==> src/sv/tclf_pkg.sv <==
// Types, operation codes and brightness curve for the LED fade controller
package tclf_pkg;

  // Operation codes carried by an input item
  typedef enum logic [2:0] {
    OP_TICK       = 3'd0,
    OP_SET_REAR   = 3'd1,
    OP_SET_BRAKE  = 3'd2,
    OP_BRAKE_ON   = 3'd3,
    OP_BRAKE_OFF  = 3'd4
  } op_t;

  localparam logic [6:0] DUTY_FULL = 7'd100;
  localparam int         CURVE_LEN = 100;

  // Per-channel fade state
  typedef struct packed {
    logic [6:0] level;
    logic [6:0] step;
    logic       pwm;
    logic       act;
  } chan_t;

  // Result of one fade step on a channel
  typedef struct packed {
    chan_t ch;
    logic  stop;
  } fade_res_t;

  // Perceptual brightness curve, percent duty per step
  localparam logic [6:0] CURVE [CURVE_LEN] = '{
    7'd0,  7'd0,  7'd0,  7'd0,  7'd0,  7'd0,  7'd0,  7'd1,  7'd1,  7'd1,
    7'd1,  7'd1,  7'd1,  7'd1,  7'd1,  7'd1,  7'd1,  7'd1,  7'd2,  7'd2,
    7'd2,  7'd2,  7'd2,  7'd2,  7'd2,  7'd2,  7'd3,  7'd3,  7'd3,  7'd3,
    7'd3,  7'd4,  7'd4,  7'd4,  7'd4,  7'd4,  7'd4,  7'd5,  7'd5,  7'd5,
    7'd6,  7'd6,  7'd6,  7'd7,  7'd7,  7'd7,  7'd8,  7'd8,  7'd9,  7'd9,
    7'd9,  7'd10, 7'd10, 7'd11, 7'd12, 7'd12, 7'd13, 7'd13, 7'd14, 7'd15,
    7'd16, 7'd16, 7'd17, 7'd18, 7'd19, 7'd20, 7'd21, 7'd22, 7'd23, 7'd24,
    7'd25, 7'd27, 7'd28, 7'd29, 7'd31, 7'd32, 7'd34, 7'd35, 7'd37, 7'd39,
    7'd41, 7'd43, 7'd45, 7'd47, 7'd49, 7'd51, 7'd54, 7'd57, 7'd59, 7'd62,
    7'd65, 7'd68, 7'd71, 7'd75, 7'd78, 7'd82, 7'd86, 7'd90, 7'd94, 7'd100
  };

  // Curve read; past the last entry the light is fully on
  function automatic logic [6:0] curve_val(input logic [6:0] idx);
    logic [6:0] res;
    if (int'(idx) >= CURVE_LEN) begin
      res = DUTY_FULL;
    end else begin
      res = CURVE[idx];
    end
    return res;
  endfunction

endpackage

==> src/sv/two_channel_led_fade_controller.sv <==
// Two-channel (rear and brake) LED fader: input register, step logic, state/result register
// An accepted item is held in the input register, then its result in the result register.
// Throughput: one item per cycle while out_stall is low; the single pass of curve reads and
// compares per channel between the input register and the state registers sets that figure.
// Reset (rst_n low, synchronous): both stages empty, all levels, steps, goals, saved level,
// fade enable, PWM and activity flags cleared to zero.
module two_channel_led_fade_controller #(
  parameter int CURVE_DEPTH = 100
) (
  input  logic                  clk,
  input  logic                  rst_n,
  input  logic                  in_valid,
  output logic                  in_stall,
  input  logic [2:0]            in_operation,
  input  logic [6:0]            in_value,
  output logic                  out_valid,
  input  logic                  out_stall,
  output logic [6:0]            out_rear_duty,
  output logic [6:0]            out_brake_duty,
  output logic                  out_rear_pwm_on,
  output logic                  out_brake_pwm_on,
  output logic                  out_rear_lit,
  output logic                  out_brake_lit,
  output logic                  out_fade_running
);
  import tclf_pkg::*;

  // Curve reads at or past CURVE_LIM give full duty; steps saturate at STEP_TOP
  localparam int CURVE_LIM = (CURVE_DEPTH > 128) ? 128 : CURVE_DEPTH;
  localparam int STEP_TOP  = ((CURVE_DEPTH - 1) > 127) ? 127 : (CURVE_DEPTH - 1);

  // Input stage
  logic       in_full_r, in_full_nxt;
  logic [2:0] op_r;
  logic [6:0] val_r;

  // Fade state, which also forms the result payload
  chan_t      rear_r, rear_nxt;
  chan_t      brake_r, brake_nxt;
  logic [6:0] rear_goal_r, rear_goal_nxt;
  logic [6:0] brake_goal_r, brake_goal_nxt;
  logic [6:0] saved_brake_r, saved_brake_nxt;
  logic       en_r, en_nxt;
  logic       out_valid_r, out_valid_nxt;

  logic       advance;
  logic       in_take;
  fade_res_t  rear_fade, brake_fade;

  function automatic logic [6:0] curve_at(input logic [6:0] idx);
    logic [6:0] res;
    if ({1'b0, idx} >= CURVE_LIM[7:0]) begin
      res = DUTY_FULL;
    end else begin
      res = curve_val(idx);
    end
    return res;
  endfunction

  // One tick on a channel: fade-up check, then fade-down check
  function automatic fade_res_t fade_chan(input chan_t c, input logic [6:0] goal);
    fade_res_t r;
    r.ch   = c;
    r.stop = 1'b0;
    if (c.level < goal) begin
      r.ch.level = curve_at(c.step);
      if (c.step < STEP_TOP[6:0]) begin
        r.ch.step = c.step + 7'd1;
      end
      if (r.ch.level >= goal) begin
        r.stop = 1'b1;
      end
    end
    if (r.ch.level > goal) begin
      if (r.ch.step != 7'd0) begin
        r.ch.step = r.ch.step - 7'd1;
      end
      r.ch.level = curve_at(r.ch.step);
      if (r.ch.level <= goal) begin
        r.stop = 1'b1;
        if (r.ch.level == 7'd0) begin
          r.ch.pwm = 1'b0;
          r.ch.act = 1'b0;
        end
      end
    end
    return r;
  endfunction

  // Handshake: item moves on when the result slot is free or being emptied
  assign advance  = in_full_r && (!out_valid_r || !out_stall);
  assign in_stall = in_full_r && !advance;
  assign in_take  = in_valid && !in_stall;

  assign rear_fade  = fade_chan(rear_r, rear_goal_r);
  assign brake_fade = fade_chan(brake_r, brake_goal_r);

  // Stage occupancy
  always_comb begin
    in_full_nxt   = in_take || (in_full_r && !advance);
    out_valid_nxt = advance || (out_valid_r && out_stall);
  end

  // Operation decode and state update
  always_comb begin
    rear_nxt        = rear_r;
    brake_nxt       = brake_r;
    rear_goal_nxt   = rear_goal_r;
    brake_goal_nxt  = brake_goal_r;
    saved_brake_nxt = saved_brake_r;
    en_nxt          = en_r;
    if (advance) begin
      unique case (op_r)
        OP_TICK: begin
          if (en_r) begin
            rear_nxt  = rear_fade.ch;
            brake_nxt = brake_fade.ch;
            en_nxt    = !(rear_fade.stop || brake_fade.stop);
          end
        end
        OP_SET_REAR: begin
          en_nxt = 1'b1;
          if (val_r != 7'd0 && !rear_r.act) begin
            rear_nxt.pwm = 1'b1;
            rear_nxt.act = 1'b1;
          end
          rear_goal_nxt = val_r;
        end
        OP_SET_BRAKE: begin
          en_nxt = 1'b1;
          if (val_r != 7'd0) begin
            brake_nxt.pwm = 1'b1;
          end
          brake_goal_nxt = val_r;
        end
        OP_BRAKE_ON: begin
          brake_nxt.act   = 1'b1;
          saved_brake_nxt = brake_r.level;
          if (brake_r.level == 7'd0) begin
            brake_nxt.pwm = 1'b1;
          end
          brake_nxt.level = DUTY_FULL;
        end
        OP_BRAKE_OFF: begin
          brake_nxt.level = saved_brake_r;
          if (saved_brake_r == 7'd0) begin
            brake_nxt.pwm = 1'b0;
          end
          brake_nxt.act = 1'b0;
        end
        default: begin
        end
      endcase
    end
  end

  // Control and state registers
  always_ff @(posedge clk) begin
    if (!rst_n) begin
      in_full_r     <= 1'b0;
      out_valid_r   <= 1'b0;
      rear_r        <= '0;
      brake_r       <= '0;
      rear_goal_r   <= '0;
      brake_goal_r  <= '0;
      saved_brake_r <= '0;
      en_r          <= 1'b0;
    end else begin
      in_full_r     <= in_full_nxt;
      out_valid_r   <= out_valid_nxt;
      rear_r        <= rear_nxt;
      brake_r       <= brake_nxt;
      rear_goal_r   <= rear_goal_nxt;
      brake_goal_r  <= brake_goal_nxt;
      saved_brake_r <= saved_brake_nxt;
      en_r          <= en_nxt;
    end
  end

  // Input payload register
  always_ff @(posedge clk) begin
    if (in_take) begin
      op_r  <= in_operation;
      val_r <= in_value;
    end
  end

  // State only changes as an item enters the result slot, so it is the result
  assign out_valid        = out_valid_r;
  assign out_rear_duty    = rear_r.level;
  assign out_brake_duty   = brake_r.level;
  assign out_rear_pwm_on  = rear_r.pwm;
  assign out_brake_pwm_on = brake_r.pwm;
  assign out_rear_lit     = rear_r.act;
  assign out_brake_lit    = brake_r.act;
  assign out_fade_running = en_r;

endmodule

==> config.mk <==
export PLATFORM = sky130hd
export DESIGN_NAME = two_channel_led_fade_controller
export DESIGN_NICKNAME = d
export VERILOG_FILES = /design/src/sv/tclf_pkg.sv /design/src/sv/two_channel_led_fade_controller.sv
export SDC_FILE = /design/constraint.sdc
export NUM_CORES = 1
export LEC_CHECK = 0
export BUFFER_PORTS_ARGS = -buffer_cell sky130_fd_sc_hd__buf_2
export CAP_MARGIN = 5
export CORE_AREA = 8 8 135 137
export CTS_CLUSTER_SIZE = 24
export DETAILED_ROUTE_END_ITERATION = 8
export DIE_AREA = 0 0 143 145
export PLACE_DENSITY = 0.7
export SYNTH_ARGS = -nofsm -noshare
export SYNTH_HDL_FRONTEND = slang
export SYNTH_SLANG_ARGS = --single-unit
==> constraint.sdc <==
create_clock -name clk -period 8.9 [get_ports clk]
set_clock_uncertainty 0.15 [all_clocks]
set_input_delay 0.445 -clock clk [delete_from_list [all_inputs] [get_ports clk]]
set_output_delay 0.445 -clock clk [all_outputs]
set_load 0.02 [all_outputs]
# ---- Word-level counts from Yosys, hierarchy flattened
# Memories as Yosys holds them, arrays and structs flattened.
# Cells that the tools add are included.
dict set report totals {
  register_bits 66
  latch_bits 0
  mem_bits_rw 0
  romBits 3584
  inputBits 14
  output_inout_bits 21
  wordCells 152
  n_memories 4
}
# name depth word_bits read_ports rd_clocked_by_memory_dff wr line_no
set mem_list {}
lappend mem_list {{(no name shown)} 128 7 1 0 0 tclf_pkg.sv:50} ;# res = CURVE[idx];
lappend mem_list {{(no name shown)} 128 7 1 0 0 tclf_pkg.sv:50}
lappend mem_list {{(no name shown)} 128 7 1 0 0 tclf_pkg.sv:50}
lappend mem_list {{(no name shown)} 128 7 1 0 0 tclf_pkg.sv:50}
dict set report op_classes {
  add_sub_neg 4
  mul 0
  div_mod_pow 0
  n_lt_le_gt_ge 22
  eq_ne 15
  shift 0
  mux 50
  n_bitwise 4
  n_reduce_logical 37
}
# op n
set op_table {}
lappend op_table {{7-bit 2-to-1 mux} 26}
lappend op_table {{7-bit greater-or-equal comparator, second input constant} 8}
lappend op_table {{17-bit 2-to-1 mux} 2}
lappend op_table {{8-bit greater-or-equal comparator, second input constant} 4}
lappend op_table {{7-bit inverter with 8-bit output} 4}
lappend op_table {{7-bit zero test} 4}
lappend op_table {{14-bit 2-to-1 mux} 2}
lappend op_table {{2-bit inequality test, second input constant} 11}
lappend op_table {{7-bit one-hot mux with 3 select lines} 1}
lappend op_table {{7-bit nonzero test} 3}
lappend op_table {{16-bit 2-to-1 mux} 1}
lappend op_table {{7-bit by 1-bit adder with 7-bit output, second input constant} 2}
lappend op_table {{7-bit greater-or-equal comparator} 2}
lappend op_table {{7-bit > comparator} 2}
lappend op_table {{7-bit <= comparator} 2}
lappend op_table {{7-bit < comparator} 2}
lappend op_table {{7-bit < comparator, second input constant} 2}
lappend op_table {{7-bit by 1-bit subtractor with 7-bit output, second input constant} 2}
lappend op_table {{9-bit AND reduction} 1}
lappend op_table {{1-bit 2-to-1 mux} 8}
lappend op_table {{2-bit 2-to-1 mux} 4}
lappend op_table {{2-bit AND reduction} 4}
lappend op_table {{7-bit AND reduction} 1}
lappend op_table {{3-bit by 2-bit == test with 1-bit output, second input constant} 2}
lappend op_table {{other kinds (17)} 32}

# ---- Longest topological paths before layout
# Gate-level depths: netlist of run 1.
dict set report depth {
  ltp_word 26
  mapped_depth 33
  mapped_depth_nobuf 31
}

# ---- Least setup slack after synthesis of run 1
# No wires, ideal clock.
dict set report synth_path {
  path_type {reg-to-reg}
  start {register brake_goal_r[2]}
  end {register brake_r (netlist bit out_brake_lit)}
  setup_ps 122
  t_arrival_ps 5914
  t_required_ps 8628
  path_slack_ps 2715
  stages_incl_launch_ff 31
  n_path_buf 2
  synth_period_minus_slack_ps 6185
  cell_sequence {dfxtp_1 > inv_1 > ha_1 > a21o_1 > a31oi_2 > o211ai_2 > buf_6 > buf_4 > nor2_1 > xnor2_1 > ha_1 > o21ai_1 > nor2_1 > a31oi_1 > nor2_1 > inv_1 > ha_1 > a2111oi_0 > nor2_1 > a311oi_1 > ha_1 > a21oi_1 > nor2b_1 > o21ai_0 > o21ai_0 > o22a_1 > nor2_1 > nand3_1 > nor4_1 > or4b_1 > a221o_1}
}
dict set report synth_via {
  elab_chain_len 15
  elab_cells_between_ends 22
  classes_between {add/sub (1); order compare (5); eq/ne (3); mux (8); bitwise (1); reduce/logical (3); memory (1)}
}
# element line_no
set synth_lines {}
lappend synth_lines {{start, declared} two_channel_led_fade_controller.sv:41} ;# logic [6:0] brake_goal_r, brake_goal_nxt;
lappend synth_lines {{start signal, assigned} two_channel_led_fade_controller.sv:174} ;# brake_goal_r <= brake_goal_nxt;
lappend synth_lines {{7-bit < comparator} two_channel_led_fade_controller.sv:65} ;# if (c.level < goal) begin
lappend synth_lines {{14-bit 2-to-1 mux} two_channel_led_fade_controller.sv:65}
lappend synth_lines {{7-bit by 1-bit subtractor with 7-bit output / 7-bit nonzero test (equally long branches)} {two_channel_led_fade_controller.sv:76, two_channel_led_fade_controller.sv:75}}
lappend synth_lines {{7-bit 2-to-1 mux} two_channel_led_fade_controller.sv:75} ;# if (r.ch.step != 7'd0) begin
lappend synth_lines {{7-bit 2-to-1 mux} two_channel_led_fade_controller.sv:74} ;# if (r.ch.level > goal) begin
lappend synth_lines {{7-bit inverter with 8-bit output (implied by the code)} tclf_pkg.sv:50}
lappend synth_lines {{memory read 128 x 7 bit} --}
lappend synth_lines {{7-bit 2-to-1 mux (implied by the code) (2 in a row)} tclf_pkg.sv:50}
lappend synth_lines {{7-bit 2-to-1 mux} tclf_pkg.sv:47} ;# if (int'(idx) >= CURVE_LEN) begin
lappend synth_lines {{7-bit 2-to-1 mux} two_channel_led_fade_controller.sv:52} ;# if ({1'b0, idx} >= CURVE_LIM[7:0]) begin
lappend synth_lines {{7-bit 2-to-1 mux} two_channel_led_fade_controller.sv:74}
lappend synth_lines {{7-bit <= comparator / 7-bit zero test (equally long branches)} {two_channel_led_fade_controller.sv:79, two_channel_led_fade_controller.sv:81}}
lappend synth_lines {{2-bit inequality test (no line)} --}
lappend synth_lines {{6-bit AND reduction (no line) (*)} --}
lappend synth_lines {{end signal, assigned} two_channel_led_fade_controller.sv:172} ;# brake_r <= brake_nxt;
lappend synth_lines {{end, declared} two_channel_led_fade_controller.sv:39} ;# chan_t brake_r, brake_nxt;
# Mark *: on every way between the ends. The rest lies on a longest branch, timed or not. The select of a mux whose other input is x is not followed.
# A chain may end at the register's enable or synchronous reset.

# ---- Worst setup path after layout of run 1
dict set report layout_path {
  start {register rear_r[3] (netlist name)}
  end {register rear_r (netlist bit out_rear_pwm_on)}
}
dict set report layout_via {
  elab_chain_len 16
  elab_cells_between_ends 33
  classes_between {add/sub (2); order compare (7); eq/ne (3); mux (14); bitwise (2); reduce/logical (3); memory (2)}
}
# element line_no
set layout_lines {}
lappend layout_lines {{start, declared} two_channel_led_fade_controller.sv:38} ;# chan_t rear_r, rear_nxt;
lappend layout_lines {{start signal, assigned} two_channel_led_fade_controller.sv:171} ;# rear_r <= rear_nxt;
lappend layout_lines {{7-bit by 1-bit adder with 7-bit output / 7-bit < comparator (equally long branches)} {two_channel_led_fade_controller.sv:68, two_channel_led_fade_controller.sv:67}}
lappend layout_lines {{7-bit 2-to-1 mux} two_channel_led_fade_controller.sv:67} ;# if (c.step < STEP_TOP[6:0]) begin
lappend layout_lines {{14-bit 2-to-1 mux (*)} two_channel_led_fade_controller.sv:65}
lappend layout_lines {{7-bit by 1-bit subtractor with 7-bit output / 7-bit nonzero test (equally long branches)} {two_channel_led_fade_controller.sv:76, two_channel_led_fade_controller.sv:75}}
lappend layout_lines {{7-bit 2-to-1 mux} two_channel_led_fade_controller.sv:75}
lappend layout_lines {{7-bit 2-to-1 mux} two_channel_led_fade_controller.sv:74}
lappend layout_lines {{7-bit inverter with 8-bit output (implied by the code)} tclf_pkg.sv:50}
lappend layout_lines {{memory read 128 x 7 bit} --}
lappend layout_lines {{7-bit 2-to-1 mux (implied by the code) (2 in a row)} tclf_pkg.sv:50}
lappend layout_lines {{7-bit 2-to-1 mux} tclf_pkg.sv:47}
lappend layout_lines {{7-bit 2-to-1 mux} two_channel_led_fade_controller.sv:52}
lappend layout_lines {{7-bit 2-to-1 mux} two_channel_led_fade_controller.sv:74}
lappend layout_lines {{7-bit <= comparator / 7-bit zero test (equally long branches)} {two_channel_led_fade_controller.sv:79, two_channel_led_fade_controller.sv:81}}
lappend layout_lines {{2-bit inequality test (no line)} --}
lappend layout_lines {{7-bit AND reduction (no line) (*)} --}
# Marks and branches as above.

==> flow_summary.yaml, run 1 <==
critical_path:
  critical_path_class: "reg2reg"
  r2r_start: "rear_r[3]"
  crit_path_top_delay_cell: "a2111oi_0"
  crit_path_frequent_cell: "ha_1"
  crit_path_start: "rear_r[3]"
  start_kind: "flip-flop"
  worstSetupEndpointType: "flip-flop"
  path_max_fanout: 16
  critPathMaxStageDelay_ns: 0.84
  crit_arrival_ns: 7.43
  cp.required_ns: 8.96
cts:
  clk_pin_slew_ns: 0.07
  cts_root_buf: "clkbuf_16"
  cts.path.max_buffers: 2
  clk_latency_ns: 0.34
  clock_sinks: 65
  numCtsBuffers: 9
  holdBufCountCts: 0
  cts_tree: "built"
  post-cts-setup-buffers: 0
  ctsResizeCount: 0
  htree_levels: 3
detailed_routing:
  antenna_left: 0
  drt_iter0_markers: 907
  routed_wl_mm: 25.7
  vias_per_cell: 6.55
  drcViolationCount: 0
  vias: 8760
  wl_per_cell_um: 19.2
  drt-pass1-iter-count: 6
global_route:
  grt_pass1_vias: 8081
  met3_usage_pct: 3.77
  grt-busiest-layer: "met2"
  grtUsageMet1_pct: 34.0
  use_met2_pct: 36.7
  grt_overflow: 0
  grt_pass1_wl_mm: 42.1
  antenna_found_initial: 0
  grtUsageTotal_pct: 24.3
  grt_max_degree: 43
finish:
  drive_gt1_share_pct: 9.84
  final_cell_mix: "nand2_1, nor2_1, ha_1, o21ai_0, a21oi_1"
  antenna_cells: 0
  layout_commonest_cell: "nand2_1"
  nNetsFinal: 1209
  final_cells: 1338
  flow.area_growth_from_synthesis_pct: 5.07
  design_area_sq_um: 8890
  nFillCells: 1523
timing:
  maxSlewViolCount: 0
  finalHoldViolations: 0
  rsz0062_at_grt: "false"
  fin_crit_ns: 7.37
  slew_headroom_pct: 16.5
  fin_crit_sh_pct: 82.8
  max_freq_ghz: 0.136
  tightest_slew_ns: 1.24
  worst_slack_ns: 1.53
  setup_tns_ns: 0
  setup_violations: 0
  whs_ns: 0.122
yosys:
  synth_top_family_by_area: "compound AO/OA/AOI/OAI gates"
  synth-xor-area-share_pct: 1.75
  synth-edff-count: 10
  synthArstFlopShare_pct: 0
  synth_compound_area_share_pct: 32.9
  avgSynthCellArea_sq_um: 7.44
  yosys.area_share.simple_pct: 22.3
  postSynthCellCount: 1137
  synth.distinct_cells: 96
  syn-cell-area_sq_um: 8460
  ys.flop_type: "dfxtp_1"
  syn-num-nets: 1233
  ys_ff_latch: 65
  seq_area_frac_synth_pct: 16.6
  yosys_warnings: 0
  synth_fa_ha_area_share_pct: 12.1
  yosys-mux-area-fraction_pct: 6.95
die:
  coreArea_sq_um: 16200
  start_util_pct: 52.3
  ios: 35
  fp.dieH_um: 145
  fp-row-count: 47
  die_width_um: 143
  dieArea_sq_um: 20700
placement:
  dp_hpwl_mm: 18.8
  dpl.cell_count: 1322
  pre_cts_slack_ns: 1.74
  io_buffer_count: 34
  gp_congestion: 0.959
  placed_area_sq_um: 8580
worst_hold_path:
  hp-class: "in2reg"
  min-delay-start: "in_operation[0]"
power_and_ir_drop:
  peakVddDrop_v: 0.000133
  leakagePower_nw: 3.48
  powerDensity_nw_per_um2: 129
outcome:
  status: "finished, final reports clean"
flow_run:
  drv_cap: 0
[routing by layer]
metal | part of all wire, % | vias up
met5 | 0 | -
met4 | 2.9 | 0
met3 | 7.8 | 64
met2 | 45 | 423
met1 | 44 | 4043
li1 | - | 4230
[worst paths after layout]
kind / to / depth (start not counted) / slack (ns)
setup / recovery: out_rear_pwm_on / 25 / 1.53
hold / removal: op_r[0] / 1 / 0.12
setup reg to reg: out_rear_pwm_on / 25 / 1.53
hold reg to reg: brake_goal_r[1] / 2 / 0.35
[through the flow]
step,power [W],utilization [%]
after global placement,0.000761,53.0
after floorplan,0.000666,-
after detailed placement,0.000762,53.0
after global routing,0.00120,55.0
after CTS,0.00114,55.0
final,0.00115,55.0
[worst max-delay path, delay by kind of cell (launching register included)]
family          cells  cell delay [ns]
compound gates     12             3.06
simple gates        7             1.77
flops               1             0.70
fa+ha+maj           3             1.13
buf+inv             3             0.41
[state kept, by name, indices dropped and copies added (netlist names)]
signal,count
brake_goal_r,7
brake_r,7
in_full_r,1
op_r,3
out_brake_duty,7
out_brake_lit,1
out_brake_pwm_on,1
out_fade_running,1
out_rear_duty,7
out_rear_pwm_on,1
out_valid,1
rear_goal_r,7
rear_r,7
saved_brake_r,7
val_r,7
[kinds of logic after synthesis]
kind of cell	count (synthesis)
AOI/OAI and AO/OA	393
and+or+nand+nor	393
buffers and inverters	135
adders and majority gates	82
DFF	65
muxes	53
xor gates and xnor gates	16
[power by group]
part	switching (W)	total, W	internal [W]
Clock	0.000157	0.000380	0.000223
Sequential	0.00000909	0.000314	0.000305
Combinational	0.000296	0.000456	0.000160
[cells in the mapped netlist (8+ instances only)]
cell	n	area (sq um)
a21o_1	18	135
ha_1	82	1030
and2_1	9	56.3
a31oi_1	22	138
o2111ai_1	8	70.1
nand2_1	119	447
inv_1	46	173
and3_1	12	75.1
nand3_1	35	175
o211ai_1	19	143
o21a_1	17	128
edfxtp_1	10	300
nor3_1	30	150
a2111oi_0	11	96.3
o211a_1	9	90.1
clkbuf_1	48	180
a21oi_1	75	375
a221oi_1	8	70.1
o21ai_0	79	395
xnor2_1	13	114
nand4_1	12	75.1
mux2i_1	42	420
a211oi_1	18	135
a21boi_0	9	67.6
o31ai_1	9	67.6
dfxtp_1	55	1100
nor2b_1	22	138
buf_4	17	128
nor4_1	13	81.3
nor2_1	94	353
nand2b_1	14	87.6
[layout make-up]
cell class | instances | area, sq um | area share [%]
multi-input cells | 937 | 6430 | 72.4
flip-flops and latches | 65 | 1400 | 15.8
well taps | 220 | 275 | 3.10
repair buffers | 47 | 268 | 3.01
clock buffers | 9 | 225 | 2.53
inverters | 53 | 201 | 2.27
clock inverters | 7 | 86.3 | 0.971
No activity file was read; power rests on OpenSTA's default activity.
==> inputs of run 2 (changes only) <==
clock period = 7.19 ns   (was 8.9 ns; I/O delays follow)
==> run 2 against run 1 <==
  * Die area stayed put
  * Global-route usage rose by 0.52 points
  * Sequential share of layout area down 0.27 points
  * Final cell count rose by 1.5%
  * Sequential cell count did not move
  * Setup slack worse by 1.1 ns
  * First-iteration DRC count grew 0.88%
  * Critical endpoint is now out_brake_lit
  * Largest power group unchanged
  * Highest routed layer unchanged
==> flow_summary.yaml, run 2 (synthesized netlist as in run 1, its figures left out) <==
cts:
  cts.path.max_buffers: 2
  clock_sinks: 65
  cts_root_buf: "clkbuf_16"
  clk_pin_slew_ns: 0.06
  numCtsBuffers: 9
  holdBufCountCts: 0
  clk_latency_ns: 0.34
  htree_levels: 3
  cts_tree: "built"
detailed_routing:
  routed_wl_mm: 26.4
  wl_per_cell_um: 19.4
  antenna_left: 0
  vias: 8838
  drt_iter0_markers: 915
  vias_per_cell: 6.51
  drt-pass1-iter-count: 6
  drcViolationCount: 0
die:
  coreArea_sq_um: 16200
  dieArea_sq_um: 20700
  ios: 35
  fp-row-count: 47
  die_width_um: 143
  fp.dieH_um: 145
  start_util_pct: 52.3
finish:
  multi_input_area_sq_um: 6440
  final_cells: 1358
  design_area_sq_um: 9050
  layout_commonest_cell: "nand2_1"
  drive_gt1_share_pct: 11.6
  antenna_cells: 0
  flow.area_growth_from_synthesis_pct: 6.94
  nFillCells: 1548
  nNetsFinal: 1229
  final_cell_mix: "nand2_1, nor2_1, ha_1, o21ai_0, a21oi_1"
  regArea_sq_um: 1400
placement:
  dp_hpwl_mm: 19.4
  io_buffer_count: 34
  placed_area_sq_um: 8720
  gp_congestion: 0.973
  dpl.cell_count: 1341
flow_run:
  drv_cap: 0
power_and_ir_drop:
  powerDensity_nw_per_um2: 159
  leakagePower_nw: 3.57
  peakVddDrop_v: 0.000164
global_route:
  grt_pass1_vias: 8147
  antenna_found_initial: 1
  grtUsageTotal_pct: 24.9
  grt_max_degree: 43
  grt_overflow: 0
  grt_pass1_wl_mm: 42.7
critical_path:
  cp.required_ns: 7.26
  start_kind: "flip-flop"
  crit_arrival_ns: 6.79
  path_max_fanout: 13
  worstSetupEndpointType: "flip-flop"
  critical_path_class: "reg2reg"
timing:
  setup_tns_ns: 0
  maxSlewViolCount: 0
  rsz0062_at_grt: "false"
  setup_violations: 0
  slew_headroom_pct: 37.1
  tightest_slew_ns: 0.920
  finalHoldViolations: 0
  max_freq_ghz: 0.149
  fin_crit_sh_pct: 93.4
  fin_crit_ns: 6.72
worst_hold_path:
  hp-class: "in2reg"
outcome:
  status: "finished, final reports clean"
run 2: cell count changes in the layout (fill, tap and decap cells not counted), sizes merged:
cell and delta:
buf +20, clkinv -2, clkinvlp +1, inv +1
run 2: per-layer routing:
layer	up-vias	global-route usage [%]	wire, um	share of wire [%]
li1	4264	-	-	-
met1	4110	34.3	11800	45
met2	418	39.3	12100	46
met3	46	3.28	1950	7.4
met4	0	7.28	529	2.0
met5	-	0	0	0
run 2: timing repair:
action	in CTS	in global routing
setup buffers	0	1
endpoints found under the setup margin	0	3
hold endpoints to repair	0	0
gates resized for setup	0	3
run 2: power by group:
part           switching [W]  internal [W]
registers          0.0000108      0.000377
logic               0.000375      0.000211
clock network       0.000188      0.000276
total               0.000573      0.000864
run 2: final timing paths:
path / endpoint / cells after the start / start / slack, ns
min reg2reg: brake_goal_r[1] / 2 / brake_goal_r[1] / 0.36
max reg2reg: out_brake_lit / 24 / brake_goal_r[2] / 0.47
min: op_r[0] / 1 / in_operation[0] / 0.04
max: out_brake_lit / 24 / brake_goal_r[2] / 0.47
run 2: final cells by class:
class | count | area share, %
clock buffer | 9 | 2.49
clock inverter | 7 | 0.941
inverter | 53 | 2.23
multi-input combinational | 937 | 71.2
sequential | 65 | 15.5
tap | 220 | 3.04
timing repair buffer | 67 | 4.62
run 2: per-stage QoR:
stage	hold slack [ns]	util, %	power [W]	worst slack (ns)
2_1_floorplan	0.308	-	0.000824	1.00
3_3_place_gp	0.325	53.9	0.000956	0.451
3_5_place_dp	0.337	53.9	0.000956	0.362
4_1_cts	0.0363	55.8	0.00142	0.342
5_1_grt	0.0305	55.9	0.00151	0.0147
6_report	0.0391	55.9	0.00144	0.474
run 2: worst max-delay path, stage by stage, from the launching register on:
cell and delay (ns):
dfxtp_1 0.34, inv_1 0.11, ha_1 0.32, a21o_1 0.19
a31oi_2 0.20, o211ai_2 0.14, nor2_1 0.23, xnor2_1 0.19
ha_1 0.30, o21ai_1 0.15, nor4_2 0.33, mux2_4 0.43
a2111oi_0 0.84, nand3b_1 0.26, o21ai_0 0.18, ha_1 0.33
nor2b_1 0.13, o21ai_0 0.15, o21ai_0 0.12, o22a_1 0.20
nor2_1 0.15, nand3_1 0.11, nor4_1 0.18, or4b_1 0.53
a221o_1 0.32
==> inputs of run 3 (changes only) <==
CORE_AREA = 8 8 124 126   (was 8 8 135 137)
DIE_AREA = 0 0 132 134   (was 0 0 143 145)
HOLD_SLACK_MARGIN = 0.03   (was unset)
PLACE_DENSITY = 0.82   (was 0.7)
==> run 3 against run 2 <==
  * First-iteration DRC count up 56%
  * Critical path depth up 5
  * Largest cell class unchanged
  * Final cell count down 2.5%
==> flow_summary.yaml, run 3 (synthesized netlist as in run 1, its figures left out) <==
outcome:
  status: "finished, final reports clean"
power_and_ir_drop:
  p_switching_w: 0.000567
  power.share.sequential_pct: 27.1
  switching_share_pct: 39.5
  power_w: 0.00143
  pwr-share-clk_pct: 31.9
  p_comb_share_pct: 41.0
  leakagePower_nw: 3.62
  powerDensity_nw_per_um2: 158
  p_int_w: 0.000867
  peakVddDrop_v: 0.000248
cts:
  htree_levels: 3
  clk_pin_slew_ns: 0.06
  cts.path.max_buffers: 2
  holdBufCountCts: 0
  clk_latency_ns: 0.33
  clock_sinks: 65
  numCtsBuffers: 9
  cts_tree: "built"
  cts_root_buf: "clkbuf_16"
detailed_routing:
  wl_per_cell_um: 19.8
  vias_per_cell: 7.03
  vias: 9302
  drcViolationCount: 0
  routed_wl_mm: 26.2
  drt_iter0_markers: 1426
  antenna_left: 0
  drt-pass1-iter-count: 6
critical_path:
  worstSetupEndpointType: "flip-flop"
  critPathMaxStageDelay_ns: 0.52
  path_max_fanout: 13
  start_kind: "flip-flop"
  critical_path_class: "reg2reg"
  crit_path_top_delay_cell: "ha_1"
  cp.required_ns: 7.24
  crit_arrival_ns: 6.72
timing:
  setup_tns_ns: 0
  max_freq_ghz: 0.150
  fin_crit_ns: 6.67
  fin_crit_sh_pct: 92.7
  setup_violations: 0
  rsz0062_at_grt: "false"
  slew_headroom_pct: 39.4
  maxSlewViolCount: 0
  tightest_slew_ns: 0.908
  finalHoldViolations: 0
global_route:
  grt_pass1_wl_mm: 42.3
  grt_pass1_vias: 8290
  grt_max_degree: 43
  grtUsageTotal_pct: 28.2
  antenna_found_initial: 0
  grt_overflow: 0
die:
  ios: 35
  coreArea_sq_um: 13500
  fp.dieH_um: 134
  die_width_um: 132
  fp-row-count: 43
  start_util_pct: 62.6
  dieArea_sq_um: 17700
finish:
  flow.area_growth_from_synthesis_pct: 7.04
  drive_gt1_share_pct: 12.2
  layout_commonest_cell: "nand2_1"
  antenna_cells: 0
  nNetsFinal: 1235
  final_cell_mix: "nand2_1, nor2_1, ha_1, o21ai_0, a21oi_1"
placement:
  dp_hpwl_mm: 18.7
  io_buffer_count: 34
  gp_congestion: 0.943
worst_hold_path:
  hp-class: "in2reg"
flow_run:
  drv_cap: 0
## run 3: power by group through the flow
| stage | logic, W | registers, W | clock network, W |
|---|---|---|---|
| floorplan | 0.000433 | 0.000391 | 0 |
| CTS | 0.000560 | 0.000388 | 0.000458 |
| global route | 0.000633 | 0.000389 | 0.000475 |
| finish | 0.000588 | 0.000389 | 0.000457 |
| global placement | 0.000556 | 0.000395 | 0 |
| detailed placement | 0.000555 | 0.000395 | 0 |
## run 3: worst paths after layout
path / slack (ns) / to / cells after the start / start
setup reg to reg: 0.52 / out_rear_pwm_on / 29 / rear_goal_r[2]
hold / removal: 0.05 / val_r[1] / 1 / in_value[1]
hold reg to reg: 0.35 / out_brake_duty[5] / 2 / saved_brake_r[5]
setup / recovery: 0.52 / out_rear_pwm_on / 29 / rear_goal_r[2]
## run 3: per-stage QoR
stage / util, % / instance area (sq um) / setup WS, ns / std cells / hold WS [ns]
5_1_grt: 67.1 / 9050 / 0.0251 / 1324 / 0.0415
4_1_cts: 66.7 / 9010 / 0.216 / 1321 / 0.0429
6_report: 67.1 / 9050 / 0.525 / 1324 / 0.0470
3_5_place_dp: 64.4 / 8700 / 0.259 / 1305 / 0.335
3_3_place_gp: 64.4 / 8700 / 0.526 / 1305 / 0.326
2_1_floorplan: - / 8460 / 1.00 / 1137 / 0.308
## run 3: critical path, delay by kind of cell (launching register included)
| kind | cells | cell delay [ns] |
|---|---|---|
| AO/OA/AOI/OAI | 12 | 2.40 |
| adder cells (fa/ha/maj) | 4 | 1.34 |
| AND/OR/NAND/NOR | 6 | 0.99 |
| buffers and inverters | 5 | 0.62 |
| XOR/XNOR | 1 | 0.49 |
| flip-flops | 1 | 0.34 |
| multiplexers | 1 | 0.20 |
## run 3: area by class of cell
class                   count  area [sq um]
clock buffers               9           225
clock inverters             7          83.8
fillers                  1126          4450
inverters                  53           201
multi-input cells         937          6450
flip-flops and latches     65          1400
well taps                 180           225
repair buffers             73           463
## run 3: what timing repair did
item | CTS | global route
endpoints found under the setup margin | 0 | 4
resized for setup | 0 | 5
buffers inserted | 0 | 3
## run 3: layer usage
| layer | GRT usage (%) | share of wire [%] | wire length [um] | up-vias |
|---|---|---|---|---|
| met5 | 0 | 0 | 0 | - |
| met4 | 11.6 | 3.5 | 924 | 0 |
| li1 | - | - | - | 4292 |
| met1 | 38.1 | 42 | 11000 | 4261 |
| met2 | 44.6 | 45 | 11800 | 656 |
| met3 | 3.63 | 9.8 | 2570 | 93 |
